### src/rtl/utf8_sequence_decoder_unit_assert.svh
// ---------------------------------------------------------------------------
// UTF-8 sequence decoder assertion macros
// Shared concurrent assertion forms, clocked on clk and disabled in reset.
// ---------------------------------------------------------------------------
`ifndef UTF8_SEQUENCE_DECODER_UNIT_ASSERT_SVH
`define UTF8_SEQUENCE_DECODER_UNIT_ASSERT_SVH

// same-cycle implication
`define UTF8SD_ASSERT_NOW(label, ante, cons) \
	label: assert property (@(posedge clk) disable iff (!arst_n) (ante) |-> (cons)) \
		else $error("utf8 decoder: same-cycle check failed");

// next-cycle implication
`define UTF8SD_ASSERT_NEXT(label, ante, cons) \
	label: assert property (@(posedge clk) disable iff (!arst_n) (ante) |=> (cons)) \
		else $error("utf8 decoder: next-cycle check failed");

`endif

### src/rtl/utf8sd_pkg.sv
// ---------------------------------------------------------------------------
// UTF-8 sequence decoder package
// Status codes, field widths and byte range constants.
// ---------------------------------------------------------------------------
package utf8sd_pkg;

	localparam int unsigned CpW    = 21;
	localparam int unsigned ClassW = 3;
	localparam int unsigned OwedW  = 2;

	typedef enum logic [2:0] {
		ST_PENDING  = 3'd0,
		ST_DONE     = 3'd1,
		ST_BAD_LEAD = 3'd2,
		ST_BAD_CONT = 3'd3,
		ST_BAD_LEN  = 3'd4,
		ST_RANGE    = 3'd5
	} status_t;

	localparam logic [7:0]     ASCII_MAX  = 8'h7F;
	localparam logic [7:0]     LEAD2_MIN  = 8'hC2;
	localparam logic [7:0]     LEAD2_MAX  = 8'hDF;
	localparam logic [7:0]     LEAD3_MAX  = 8'hEF;
	localparam logic [7:0]     LEAD4_MAX  = 8'hF4;
	localparam logic [7:0]     CONT_MIN   = 8'h80;
	localparam logic [7:0]     CONT_MAX   = 8'hBF;
	localparam logic [CpW-1:0] SCALAR_MAX = 21'h10FFFF;
	localparam logic [CpW-1:0] CP1_MAX    = 21'h00007F;
	localparam logic [CpW-1:0] CP2_MAX    = 21'h0007FF;
	localparam logic [CpW-1:0] CP3_MAX    = 21'h00FFFF;

	typedef struct packed {
		logic [CpW-1:0]    code_point;
		logic [ClassW-1:0] length_class;
		status_t           status;
		logic [CpW-1:0]    partial;
		logic [OwedW-1:0]  owed;
	} step_res_t;

endpackage

### src/rtl/utf8_sequence_decoder_unit.sv
// Path: a byte accepted into the input register goes through the decode step into
// the result register, which drives the outputs.
// Throughput: one byte per cycle; a held result stalls the input stage only
// when the result register is full and out_stall is high.
// Reset: arst_n clears the stage valids, the partial value and the owed
// count, leaving the decoder idle with no result shown.
// ---------------------------------------------------------------------------
// UTF-8 sequence decoder unit
// Input register, one decode step, result register; one status per byte.
// ---------------------------------------------------------------------------
`include "utf8_sequence_decoder_unit_assert.svh"

module utf8_sequence_decoder_unit
	import utf8sd_pkg::*;
(
	input  logic              clk,
	input  logic              arst_n,
	input  logic              in_valid,
	output logic              in_stall,
	input  logic [7:0]        in_byte,
	input  logic              seq_end,
	output logic              out_valid,
	input  logic              out_stall,
	output logic [CpW-1:0]    code_point,
	output logic [ClassW-1:0] length_class,
	output logic [2:0]        status
);

	logic             valid_s1;
	logic [7:0]       byte_s1;
	logic             end_s1;
	logic             valid_s2;
	step_res_t        res_s2;
	logic [CpW-1:0]   partial_q;
	logic [OwedW-1:0] owed_q;
	step_res_t        res;
	logic             s2_free;
	logic             adv_s1;

	assign s2_free  = !valid_s2 || !out_stall;
	assign adv_s1   = valid_s1 && s2_free;
	assign in_stall = valid_s1 && !s2_free;

	utf8sd_step u_step (
		.in_byte (byte_s1),
		.seq_end (end_s1),
		.partial (partial_q),
		.owed    (owed_q),
		.res     (res)
	);

	always_ff @(posedge clk or negedge arst_n) begin
		if (!arst_n) begin
			valid_s1 <= 1'b0;
		end else if (!in_stall) begin
			valid_s1 <= in_valid;
		end
	end

	always_ff @(posedge clk) begin
		if (in_valid && !in_stall) begin
			byte_s1 <= in_byte;
			end_s1  <= seq_end;
		end
	end

	// advance decoder state as each request leaves the input stage
	always_ff @(posedge clk or negedge arst_n) begin
		if (!arst_n) begin
			valid_s2  <= 1'b0;
			partial_q <= '0;
			owed_q    <= '0;
		end else begin
			if (s2_free) begin
				valid_s2 <= valid_s1;
			end
			if (adv_s1) begin
				partial_q <= res.partial;
				owed_q    <= res.owed;
			end
		end
	end

	always_ff @(posedge clk) begin
		if (adv_s1) begin
			res_s2 <= res;
		end
	end

	assign out_valid    = valid_s2;
	assign code_point   = res_s2.code_point;
	assign length_class = res_s2.length_class;
	assign status       = res_s2.status;

	`UTF8SD_ASSERT_NOW(a_idle_clear, owed_q == '0, partial_q == '0)
	`UTF8SD_ASSERT_NEXT(a_final_idle, adv_s1 && res.status != ST_PENDING, owed_q == '0)
	`UTF8SD_ASSERT_NOW(a_not_done_zero, valid_s2 && res_s2.status != ST_DONE,
		code_point == '0 && length_class == '0)
	`UTF8SD_ASSERT_NOW(a_done_class, valid_s2 && res_s2.status == ST_DONE,
		length_class != '0 && code_point <= SCALAR_MAX)

endmodule

### src/rtl/utf8sd_step.sv
// ---------------------------------------------------------------------------
// UTF-8 decode step
// Classifies one byte against the current partial value and owed count and
// produces the result fields and the next decoder state.
// ---------------------------------------------------------------------------
module utf8sd_step
	import utf8sd_pkg::*;
(
	input  logic [7:0]       in_byte,
	input  logic             seq_end,
	input  logic [CpW-1:0]   partial,
	input  logic [OwedW-1:0] owed,
	output step_res_t        res
);

	logic [CpW-1:0] merged;

	assign merged = partial | {15'd0, in_byte[5:0]};

	always_comb begin
		res = '0;
		res.status = ST_PENDING;
		if (owed == '0) begin
			if (in_byte <= ASCII_MAX) begin
				if (seq_end) begin
					res.status     = ST_DONE;
					res.code_point = {13'd0, in_byte};
				end else begin
					res.status = ST_BAD_LEN;
				end
			end else if (!(in_byte inside {[LEAD2_MIN:LEAD4_MAX]})) begin
				res.status = ST_BAD_LEAD;
			end else if (seq_end) begin
				res.status = ST_BAD_LEN;
			end else if (in_byte <= LEAD2_MAX) begin
				res.partial = {10'd0, in_byte[4:0], 6'd0};
				res.owed    = 2'd1;
			end else if (in_byte <= LEAD3_MAX) begin
				res.partial = {11'd0, in_byte[3:0], 6'd0};
				res.owed    = 2'd2;
			end else begin
				res.partial = {12'd0, in_byte[2:0], 6'd0};
				res.owed    = 2'd3;
			end
		end else if (seq_end != (owed == 2'd1)) begin
			res.status = ST_BAD_LEN;
		end else if (!(in_byte inside {[CONT_MIN:CONT_MAX]})) begin
			res.status = ST_BAD_CONT;
		end else if (owed == 2'd1) begin
			if (merged > SCALAR_MAX) begin
				res.status = ST_RANGE;
			end else begin
				res.status     = ST_DONE;
				res.code_point = merged;
			end
		end else begin
			res.partial = {merged[CpW-7:0], 6'd0};
			res.owed    = owed - 2'd1;
		end

		// class by value range, only for a finished code point
		if (res.status == ST_DONE) begin
			if (res.code_point <= CP1_MAX) begin
				res.length_class = 3'd1;
			end else if (res.code_point <= CP2_MAX) begin
				res.length_class = 3'd2;
			end else if (res.code_point <= CP3_MAX) begin
				res.length_class = 3'd3;
			end else begin
				res.length_class = 3'd4;
			end
		end
	end

endmodule

### config.mk
export PLATFORM = sky130hd
export DESIGN_NAME = utf8_sequence_decoder_unit
export DESIGN_NICKNAME = d
export VERILOG_FILES = /design/src/rtl/utf8sd_pkg.sv /design/src/rtl/utf8_sequence_decoder_unit.sv /design/src/rtl/utf8sd_step.sv
export VERILOG_INCLUDE_DIRS = /design/src /design/src/rtl
export SDC_FILE = /design/constraint.sdc
export NUM_CORES = 1
export LEC_CHECK = 0
export BUFFER_PORTS_ARGS = -buffer_cell sky130_fd_sc_hd__buf_2
export CORE_MARGIN = 2
export CORE_UTILIZATION = 55
export DETAILED_ROUTE_END_ITERATION = 6
export PLACE_DENSITY = 0.78
export SYNTH_ARGS = -nofsm -noshare
export SYNTH_HDL_FRONTEND = slang
export SYNTH_SLANG_ARGS = --single-unit
### constraint.sdc
create_clock -name clk -period 2.1 [get_ports clk]
set_input_delay 0.315 -clock clk [delete_from_list [all_inputs] [get_ports clk]]
set_output_delay 0.315 -clock clk [all_outputs]
set_load 0.1 [all_outputs]
# --- After elaboration in Yosys (flattened, before gate mapping) ---
# Index checks and enable logic that the tools add are counted.
totals:
  ff_bits: 61
  in_bits: 13
  out_inout_bits: 29
  wordCells: 68
op_classes:
  add_sub_neg: 1
  magnitude_cmp: 11
  n_eq_ne: 3
  n_mux: 27
  bitwise: 2
  reduce_logical: 13
ops:
  columns: ["operator", "n"]
  rows:
  - ["$mux W23", 6]
  - ["$mux W21", 6]
  - ["$le A8 B8 Y1 const B", 4]
  - ["$mux W3", 9]
  - ["$mux W26", 1]
  - ["$gt A21 B21 Y1 const B", 1]
  - ["$le A21 B11 Y1 const B", 1]
  - ["$le A21 B16 Y1 const B", 1]
  - ["$le A21 B7 Y1 const B", 1]
  - ["$or A21 B6 Y21", 1]
  - ["$ge A8 B8 Y1 const B", 2]
  - ["$mux W13", 1]
  - ["$mux W12", 1]
  - ["$le A8 B7 Y1 const B", 1]
  - ["$mux W8", 1]
  - ["$logic_and A1 B1 Y1", 5]
  - ["$logic_not A1 Y1", 4]
  - ["$eq A3 B1 Y1 const B", 1]
  - ["$reduce_or A3 Y1", 1]
  - ["$eq A2 B1 Y1 const B", 1]
  - ["$logic_not A2 Y1", 1]
  - ["$mux W2", 1]
  - ["$reduce_or A2 Y1", 1]
  - ["$sub A2 B1 Y2 const B", 1]
  - ["other kinds (4)", 4]

# --- Depth between registers and ports, before layout ---
# Gate-level depths: netlist of the first run.
logic_depth:
  word_depth: 11
  ltp_mapped: 8
  mapped_depth_nobuf: 6

# --- Hierarchy ---
# A second synthesis of the first run with hierarchy kept.
unflattened:
  cells_unflattened: 215
  hier_area_um2: 2793.9
modules_own_cells:
  columns: ["module", "n_inst", "cells_per_inst", "area_each_um2", "seq_area_each_um2"]
  rows:
  - ["utf8_sequence_decoder_unit", 1, 92, 2037.0, 1706.6]
  - ["utf8sd_step", 1, 123, 757.0, 0.0]

# --- Worst setup path before layout of the first run ---
# Ideal clock, no wire load.
synth_path:
  path_type: "reg-to-reg"
  from: "reg valid_s2 (netlist: out_valid)"
  to: "reg owed_q[0]"
  setup_ps: 83
  arrival_ps: 2224
  required_time_ps: 2017
  setup_slack_ps: -206
  path_stages_with_launch: 7
  path_buffers: 1
  synth_period_minus_slack_ps: 2306
  path_cell_list: "dfrtp_1 a21bo_2 clkbuf_1 inv_1 nand2_1 o21ai_0 o21ai_0"
synth_between:
  elab_chain_len: 3
synth_rtl:
  columns: ["item", "line_no", "rtl"]
  rows:
  - ["start: declaration", "utf8_sequence_decoder_unit.sv:32", "logic valid_s2;"]
  - ["start signal: assignment", "utf8_sequence_decoder_unit.sv:75", "valid_s2 <= valid_s1;"]
  - ["$logic_not A1 Y1", "utf8_sequence_decoder_unit.sv:40", "assign s2_free = !valid_s2 || !out_stall;"]
  - ["$logic_or A1 B1 Y1", "utf8_sequence_decoder_unit.sv:40", null]
  - ["$logic_and A1 B1 Y1", "utf8_sequence_decoder_unit.sv:41", "assign adv_s1 = valid_s1 && s2_free;"]
  - ["named net adv_s1", "utf8_sequence_decoder_unit.sv:38", "logic adv_s1;"]
  - ["end signal: assignment", "utf8_sequence_decoder_unit.sv:79", "owed_q <= res.owed;"]
  - ["end: declaration", "utf8_sequence_decoder_unit.sv:35", "logic [OwedW-1:0] owed_q;"]
# The timed path passes the listed nets, and every way through them passes these cells.
# A chain may end at the register's enable or synchronous reset.

# --- Worst setup path in the final report of the first run ---
layout_path:
  from: "reg owed_q[0]"
  to: "reg partial_q[8]"
layout_between:
  elab_chain_len: 5
  elab_cells_between_ends: 7
  classes_between: "eq/ne (2); mux (4); reduce/logical (1)"
layout_rtl:
  columns: ["item", "line_no", "rtl"]
  rows:
  - ["$eq A2 B1 Y1", "utf8sd_step.sv:45, utf8sd_step.sv:49", null]
  - ["$mux W23", "utf8sd_step.sv:49", "end else if (owed == 2'd1) begin"]
  - ["$mux W23", "utf8sd_step.sv:47", "end else if (!(in_byte inside {[CONT_MIN:CONT_MAX]})) begin"]
  - ["$mux W23", "utf8sd_step.sv:45", "end else if (seq_end != (owed == 2'd1)) begin"]
  - ["$mux W26 *", "utf8sd_step.sv:23", "if (owed == '0) begin"]
  - ["end signal: assignment", "utf8_sequence_decoder_unit.sv:78", "partial_q <= res.partial;"]
  - ["end: declaration", "utf8_sequence_decoder_unit.sv:34", "logic [CpW-1:0] partial_q;"]
# Mark *: on every way between the ends. The rest lies on a longest branch, timed or not.

==> impl_metrics.toml, run 1 <==
[worst_setup_path]
start_kind = "flip-flop"
reg2reg_depth = 7
endpoint_kind = "flip-flop"
crit_arrival_ns = 2.12
critPathKind = "reg2reg"
path_max_fanout = 16
cpPeakStageDelay_ns = 0.43
cpMaxStageDelayCell = "or3b_4"
cp.required_ns = 2.32
critical_path.cell_chain = "inv_1 -> ha_1 -> or3b_4 -> nor4_4 -> buf_4 -> a22oi_1 -> o21ai_0"

[cts]
cts_buffers = 5
clk_pin_slew_ns = 0.09
cts_max_level = 2
ctsRootBufferMaster = "clkbuf_8"
postCtsSetupBuffers = 0
cts_tree = "built"
cts_sinks = 55
worstSkewPairLatency_ns = 0.31
clock_path_buffers = 2

[grt]
grt_first_pass_wirelength_mm = 7.14
grt_max_degree = 29
grt.overflow.total = 0
grt_pass1_vias = 1527
antenna_found_initial = 0
grt_usage_pct = 18.9

[synthesis]
synth_area_leader_cell = "edfxtp_1"
synth_ff_type = "edfxtp_1"
synth_fp_nets = 187
synthSimpleGateAreaFrac_pct = 15.3
yosysWarningCount = 0
synth_top_family_by_area = "simple AND/OR/NAND/NOR gates"
synth_top_area_share_pct = 46.0
ys_top_cells_by_area = "edfxtp_1 46%, dfrtp_1 20%, and2_1 5.6%"
synth_fa_ha_area_share_pct = 1.06
synth_mux_area_share_pct = 0
synth_cell_types = 45
syn_inst = 172
syn_area_per_cell_um2 = 13.7
synth_compound_area_share_pct = 12.5
ys_seq_area_share_pct = 66.2
netlist_area_mm2 = 0.00235
ys_async_sr_fraction_pct = 34.5
synth-edff-count = 36
synthXorXnorAreaFrac_pct = 0.373
ys_seq_elements = 55

[timing]
holdWs_ns = 0.173
hold_violations = 0
finalClockSkew_ns = 0.00961
rsz0062_at_grt = "false"
timing.fmax_mhz = 526
tightest_slew_ns = 0.612
min_period_ns = 1.90
setup_viol = 0
fin_crit_sh_pct = 90.6
fin_tns_setup_ns = 0
drv_slew = 0
maxSlewHeadroom_pct = 58.8
setup_ws_ns = 0.197

[pwr]
ir_drop_uv = 457
p_per_area_mw_per_mm2 = 985
p_leak_nw = 1.16

[die]
die_x_um = 69.4
num_rows = 23
core_area_mm2 = 0.00406
die_h_um = 69.4
io_pins = 42
initial_core_util_pct = 57.9
dieArea_mm2 = 0.00481

[cells_and_area]
layout-drive-gt1-share_pct = 28.5
stdcell_area_mm2 = 0.00266
antenna_cells = 0
finalNonFillerCells = 264
area_growth_pct = 13.1
finalNetCount = 228

[drt]
detail_route.wl_per_cell_um = 15.9
dr.pass1.iters = 4
via_per_inst = 5.70
vias = 1504
postRouteAntennaNets = 0
drt-initial-drc-count = 130
drc = 0
drt_wl_total_mm = 4.19

[placement]
dp_slack_ns = 0.181
placed_cells = 255
place_congestion = 0.926
dp_hpwl_mm = 3.00
portBuffers = 41
postPlaceCellArea_mm2 = 0.00256

[run]
drv_cap = 0

[worst_hold_path]
hp-class = "in2reg"
whs_path_depth = 1

[run_status]
status = "finished clean"
-- critical path: cells and delay by family, from the launching register on --
family | cells | cell delay, ns
AOI/OAI and AO/OA | 2 | 0.18
DFF | 1 | 0.41
buffers and inverters | 2 | 0.30
and+or+nand+nor | 2 | 0.64
adders and majority gates | 1 | 0.29
-- worst paths after layout --
kind | end | startpoint | slack, ns
worst max-delay path | partial_q[8] | owed_q[0] | 0.20
worst min-delay path | byte_s1[7] | in_byte[7] | 0.17
worst max register to register | partial_q[8] | owed_q[0] | 0.20
worst min register to register | out_valid | valid_s1 | 0.49
max in group asynchronous | out_valid | arst_n | 1.31
min in group asynchronous | owed_q[1] | arst_n | 0.46
-- per-stage QoR --
stage          power [mW]  utilization, %
3_5_place_dp         2.07            63.1
4_1_cts              2.63            65.5
5_1_grt              2.74            65.5
6_report             2.62            65.5
3_3_place_gp         2.05            63.1
2_1_floorplan        1.96               -
-- synthesized netlist by cell type, types with 3 or more instances --
cell type  count
a22o_1         8
buf_6          3
or4_1          3
edfxtp_1      36
nor3_1         4
dfrtp_1       19
buf_2          3
nor4_1         3
and2_1        21
inv_1          8
nor2_1         6
nand2_1        6
nand3_1        3
o21ai_0        8
a22oi_1        4
-- timing repair --
action                                  CTS  global route
endpoints found under the hold margin    19             0
hold buffers                              1             0
endpoints found under the setup margin    0             3
gates resized for setup                   0             1
-- where the power goes --
part / internal, mW / switching [mW]
Sequential: 1.26 / 0.0568
Combinational: 0.146 / 0.585
Clock: 0.235 / 0.333
-- kinds of logic after synthesis --
kind of cell               Yosys count
xor gates and xnor gates             1
and+or+nand+nor                     58
buffers and inverters               18
adders and majority gates            2
AOI/OAI and AO/OA                   38
DFF                                 55
-- layout make-up --
cell class / instances / area, um^2
inverters: 8 / 30.0
flip-flops and latches: 55 / 1560
well taps: 50 / 62.6
clock buffers: 5 / 68.8
repair buffers: 44 / 230
clock inverters: 3 / 18.8
multi-input cells: 99 / 689
fillers: 313 / 1400
-- placed cells by master, fill, tap and decap left out, types with 2 or more instances in the layout --
cell type,n
and2b_2,2
a22o_2,2
buf_4,2
buf_2,41
a21oi_1,2
o31ai_1,2
and2_1,21
nor2_1,6
edfxtp_1,36
o21ai_0,8
nand3_1,3
clkbuf_8,5
a22o_1,8
nor3_1,4
or4_1,3
dfrtp_1,18
nor2b_1,2
nor4_1,3
a22oi_1,4
nand2_1,6
ha_1,2
inv_1,8
clkinv_2,2
-- per-layer routing --
layer	up-vias	wire, um	global-route usage (%)
met3	8	249	3.63
met1	715	1750	23.1
met2	61	2110	32.8
met4	0	82	8.06
met5	-	0	0
li1	720	-	-
-- state kept, by name, indices dropped and copies added, names as in the netlist --
signal / cells
byte_s1: 8
out_valid: 1
partial_q: 15
valid_s1: 1
end_s1: 1
length_class: 3
status: 3
owed_q: 2
code_point: 21
Note: power is estimated with default switching activity, not from simulation.
==> run 2: changes to the inputs <==
Settings changed: CORE_ASPECT_RATIO from default to 0.6, CORE_UTILIZATION 55 to 49, PLACE_DENSITY 0.78 to 0.73, SKIP_LAST_GASP from default to 1.
Clock period 2.1 ns to 1.71 ns, I/O delays scaled along.
==> run 2 against run 1 <==
Net effect: clock-buffer cell count grew 2; clock skew grew 0.0017 ns; first-iteration DRC count grew 37%; core utilization shrank 2.9 points; final cell count grew 11%; via count grew 4.5%; fmax grew 12%; sequential power grew 23%; sequential cell count is the same; hold slack lost 0.057 ns; combinational power grew 38%; critical path type unchanged.
==> impl_metrics.toml, run 2 (same netlist as run 1, synthesis figures left out) <==
[worst_setup_path]
critPathKind = "reg2reg"
endpoint_kind = "flip-flop"
reg2reg_depth = 6
start_kind = "flip-flop"
critical_path.cell_chain = "inv_2 -> ha_4 -> nor3b_1 -> and4_1 -> buf_12 -> a21boi_1"
cpPeakStageDelay_ns = 0.41
crit_arrival_ns = 1.77
cp.required_ns = 1.78
path_max_fanout = 18
cpMaxStageDelayCell = "dfrtp_1"

[pwr]
p_leak_nw = 1.24
ir_drop_uv = 711
clkPwrFrac_pct = 21.8
power_frac_seq_pct = 48.2
p_per_area_mw_per_mm2 = 1170
comb_power_share_pct = 30.1
intPower_mw = 2.14
switching_share_pct = 36.3
p_sw_mw = 1.22

[die]
die_h_um = 57.6
dieArea_mm2 = 0.00538
num_rows = 19
io_pins = 42
core_area_mm2 = 0.00459
initial_core_util_pct = 51.2
die_x_um = 93.4

[cells_and_area]
regArea_mm2 = 0.00156
fill_cells = 366
mostFrequentLayoutCells = "42 x buf_2, 36 x edfxtp_1, 21 x and2_1"
finalNonFillerCells = 293
final_common_cell = "buf_2"
multi_input_area_um2 = 722
largest_reg_flops = 21
area_growth_pct = 22.2
finalNetCount = 244
antenna_cells = 0
top_regs = "code_point: 21 flops, partial_q: 15 flops, byte_s1: 8 flops"
layout-drive-gt1-share_pct = 35.2
top_register = "code_point"

[placement]
dp_hpwl_mm = 3.17
placed_cells = 282
portBuffers = 41
place_congestion = 0.849

[grt]
grt.overflow.total = 0
grt_max_degree = 25
antenna_found_initial = 0
grt_first_pass_wirelength_mm = 7.17
grt_usage_pct = 18.0
grt_pass1_vias = 1411

[cts]
cts_max_level = 2
clk_pin_slew_ns = 0.09
cts_sinks = 55
cts_tree = "built"
ctsRootBufferMaster = "clkbuf_8"
cts_buffers = 5
clock_path_buffers = 2
worstSkewPairLatency_ns = 0.31

[timing]
tightest_slew_ns = 0.490
fin_tns_setup_ns = 0
timing.fmax_mhz = 588
maxSlewHeadroom_pct = 67.5
drv_slew = 0
finalClockSkew_ns = 0.0114
hold_violations = 0
rsz0062_at_grt = "true"
min_period_ns = 1.70
fin_crit_sh_pct = 99.4
setup_viol = 0

[worst_hold_path]
hp-class = "in2reg"
whs_path_depth = 1

[drt]
drc = 0
drt-initial-drc-count = 178
vias = 1571
via_per_inst = 5.36
detail_route.wl_per_cell_um = 15.2
postRouteAntennaNets = 0
dr.pass1.iters = 4
drt_wl_total_mm = 4.44

[run_status]
status = "finished clean"

[run]
drv_cap = 0
## run 2: final timing paths
path	slack [ns]	start	to
setup / recovery	0.01	owed_q[0]	length_class[0]
hold reg to reg	0.49	valid_s1	out_valid
min in group asynchronous	0.41	arst_n	owed_q[1]
hold / removal	0.12	in_byte[5]	byte_s1[5]
max in group asynchronous	0.97	arst_n	out_valid
setup reg to reg	0.01	owed_q[0]	length_class[0]
## run 2: repair_timing
| item | in CTS | in global routing |
|---|---|---|
| endpoints found under the hold margin | 19 | 0 |
| gates resized for setup | 0 | 10 |
| endpoints found under the setup margin | 0 | 25 |
| hold buffers | 1 | 0 |
| setup buffers | 0 | 1 |
## run 2: layer usage
| metal | vias up | share of wire (%) | GRT usage (%) |
|---|---|---|---|
| li1 | 754 | - | - |
| met1 | 744 | 48 | 29.6 |
| met2 | 65 | 42 | 22.4 |
| met3 | 8 | 9.3 | 5.20 |
| met4 | 0 | 1.2 | 6.51 |
| met5 | - | 0 | 0 |
## run 2: stage by stage
step           setup slack [ns]  cell area (um^2)  hold WS [ns]  total power [mW]  util [%]
2_1_floorplan           0.00213              2380       -0.0391              2.43         -
3_3_place_gp             0.0650              2720         0.217              2.59      59.3
3_5_place_dp             0.0227              2720         0.211              2.60      59.3
4_1_cts                 0.00554              2830         0.110              3.32      61.6
5_1_grt                 -0.0769              2870         0.103              3.51      62.6
6_report                0.00977              2870         0.116              3.36      62.6
## run 2: power groups by stage
stage,logic (mW),registers (mW),clock network (mW)
after floorplan,0.332,2.10,0
after global placement,0.948,1.64,0
after global routing,1.07,1.63,0.804
after detailed placement,0.956,1.64,0
final,1.01,1.62,0.731
after CTS,0.959,1.62,0.749
## run 2: worst max-delay path, delay by kind of cell, from the launching register on
kind            cells  cell delay, ns
compound gates      1            0.07
fa+ha+maj           1            0.17
buf+inv             2            0.22
flops               1            0.41
simple gates        2            0.59
## run 2: layout make-up
class / instances / area share [%]
timing repair buffer: 60 / 13.3
inverter: 8 / 1.18
sequential: 55 / 54.4
clock inverter: 1 / 0.305
clock buffer: 7 / 3.01
tap: 63 / 2.75
multi-input combinational: 99 / 25.2
==> run 3: changes to the inputs <==
Settings changed: CORE_UTILIZATION 49 to 55, PLACE_DENSITY 0.73 to 0.78.
Clock period 1.71 ns to 1.6 ns, I/O delays scaled along.
==> run 3 against run 2 <==
Net effect: critical endpoint is now owed_q[0]; clock power up 0.7%; core utilization up 15 points; total power up 17%; largest power group unchanged; the flow now finishes with violations (negative setup slack); fmax down 2.5%; sequential power up 7%; non-clock buffer count up 19; final cell count up 5.5%.
==> impl_metrics.toml, run 3 (same netlist as run 1, synthesis figures left out) <==
[cells_and_area]
top_regs = "code_point: 21 flops, partial_q: 15 flops, byte_s1: 8 flops"
final_common_cell = "buf_2"
finalNetCount = 263
antenna_cells = 0
largest_reg_flops = 21
area_growth_pct = 35.1
finalNonFillerCells = 309
top_register = "code_point"
mostFrequentLayoutCells = "40 x buf_2, 36 x edfxtp_1, 33 x buf_4"
layout-drive-gt1-share_pct = 49.4
fin_util_pct = 77.4

[grt]
grt_pass1_vias = 1640
grt_first_pass_wirelength_mm = 8.48
grt_max_degree = 25
grt_usage_pct = 25.3
grt.overflow.total = 0
antenna_found_initial = 0

[run_status]
status = "complete, but fails checks"
violations = "negative setup slack"

[timing]
maxSlewHeadroom_pct = 66.7
rsz0062_at_grt = "true"
fin_tns_setup_ns = -2.87
setup_ws_ns = -0.144
finalClockSkew_ns = 0.00596
timing.fmax_mhz = 573
drv_slew = 0
fin_crit_sh_pct = 109
hold_violations = 0
tightest_slew_ns = 0.503
setup_viol = 42
min_period_ns = 1.74

[cts]
cts_buffers = 5
cts_sinks = 55
cts_tree = "built"
worstSkewPairLatency_ns = 0.31
clock_path_buffers = 2
cts_max_level = 2
ctsRootBufferMaster = "clkbuf_8"
clk_pin_slew_ns = 0.09

[pwr]
comb_power_share_pct = 37.4
p_per_area_mw_per_mm2 = 1240
switching_share_pct = 38.5
power_frac_seq_pct = 43.9
ir_drop_uv = 640
intPower_mw = 2.42
p_sw_mw = 1.52
clkPwrFrac_pct = 18.7
p_leak_nw = 1.37

[placement]
portBuffers = 41
dp_hpwl_mm = 3.69
placed_cells = 289
place_congestion = 0.873

[worst_setup_path]
path_max_fanout = 7
start_kind = "flip-flop"
cp.required_ns = 1.83
endpoint_kind = "flip-flop"
crit_arrival_ns = 1.98
critPathKind = "reg2reg"

[drt]
drt_wl_total_mm = 6.09
detail_route.wl_per_cell_um = 19.7
postRouteAntennaNets = 0
drt-initial-drc-count = 186
vias = 1790
drc = 0
via_per_inst = 5.79
dr.pass1.iters = 4

[die]
io_pins = 42
num_rows = 18
die_x_um = 88.4
initial_core_util_pct = 57.3
dieArea_mm2 = 0.00483
die_h_um = 54.6
core_area_mm2 = 0.00410

[run]
drv_cap = 0

[worst_hold_path]
hp-class = "in2reg"
run 3: cell count changes in the layout (fill, tap and decap cells not counted), sizes merged:
cell and delta:
inv -1, buf +19, clkinv +2, clkbuf -2, clkinvlp +1
run 3: final cells by class:
cell class                      instances  area [um^2]
Clock inverter                          3         15.0
Clock buffer                            5         68.8
Tap cell                               60         75.1
Inverter                                8         37.5
Fill cell                             249          925
Sequential cell                        55         1560
Multi-Input combinational cell         99          877
Timing Repair Buffer                   79          541
run 3: repair_timing:
item                                    in CTS  in global routing
hold endpoints to repair                    19                  0
pin swaps                                    8                 11
buffers inserted                             9                  5
hold buffers                                 1                  0
gates resized for setup                     23                 18
endpoints found under the setup margin      42                 44
run 3: per-stage QoR:
step | area (um^2) | setup slack, ns | power, mW | hold WS, ns
after floorplan | 2390 | -0.108 | 2.60 | -0.0556
after global placement | 2810 | -0.0152 | 2.80 | 0.186
after detailed placement | 2810 | -0.131 | 2.86 | 0.200
after CTS | 3060 | -0.128 | 3.79 | 0.0908
after global routing | 3170 | -0.196 | 4.06 | 0.0866
final | 3170 | -0.144 | 3.94 | 0.100
run 3: power by group through the flow:
stage	Clock, mW	Sequential [mW]	Combinational (mW)
global placement	0	1.74	1.06
global route	0.807	1.74	1.52
detailed placement	0	1.75	1.11
CTS	0.747	1.72	1.32
floorplan	0	2.25	0.358
finish	0.736	1.73	1.47
run 3: path summary, 6_finish.rpt:
check | from | end | slack, ns | cells past startpoint
hold reg to reg | valid_s1 | out_valid | 0.53 | 1
setup reg to reg | owed_q[0] | owed_q[0] | -0.14 | 7
max in group asynchronous | arst_n | out_valid | 0.86 | 2
min in group asynchronous | arst_n | partial_q[6] | 0.39 | 2
hold / removal | in_byte[6] | byte_s1[6] | 0.10 | 1
setup / recovery | owed_q[0] | owed_q[0] | -0.14 | 7
run 3: worst max-delay path: stages (launching register included):
cell and delay, ns:
dfrtp_1 0.42, buf_4 0.16, ha_4 0.20, buf_4 0.15, nor4_4 0.28, buf_4 0.21
o21ai_0 0.13, o21ai_2 0.11
run 3: metal layers:
layer	part of all wire [%]	global-route usage [%]	vias up
met5	0	0	-
met4	3.3	11.6	0
met3	10	6.94	25
met2	44	37.5	116
met1	42	35.4	860
li1	-	-	789
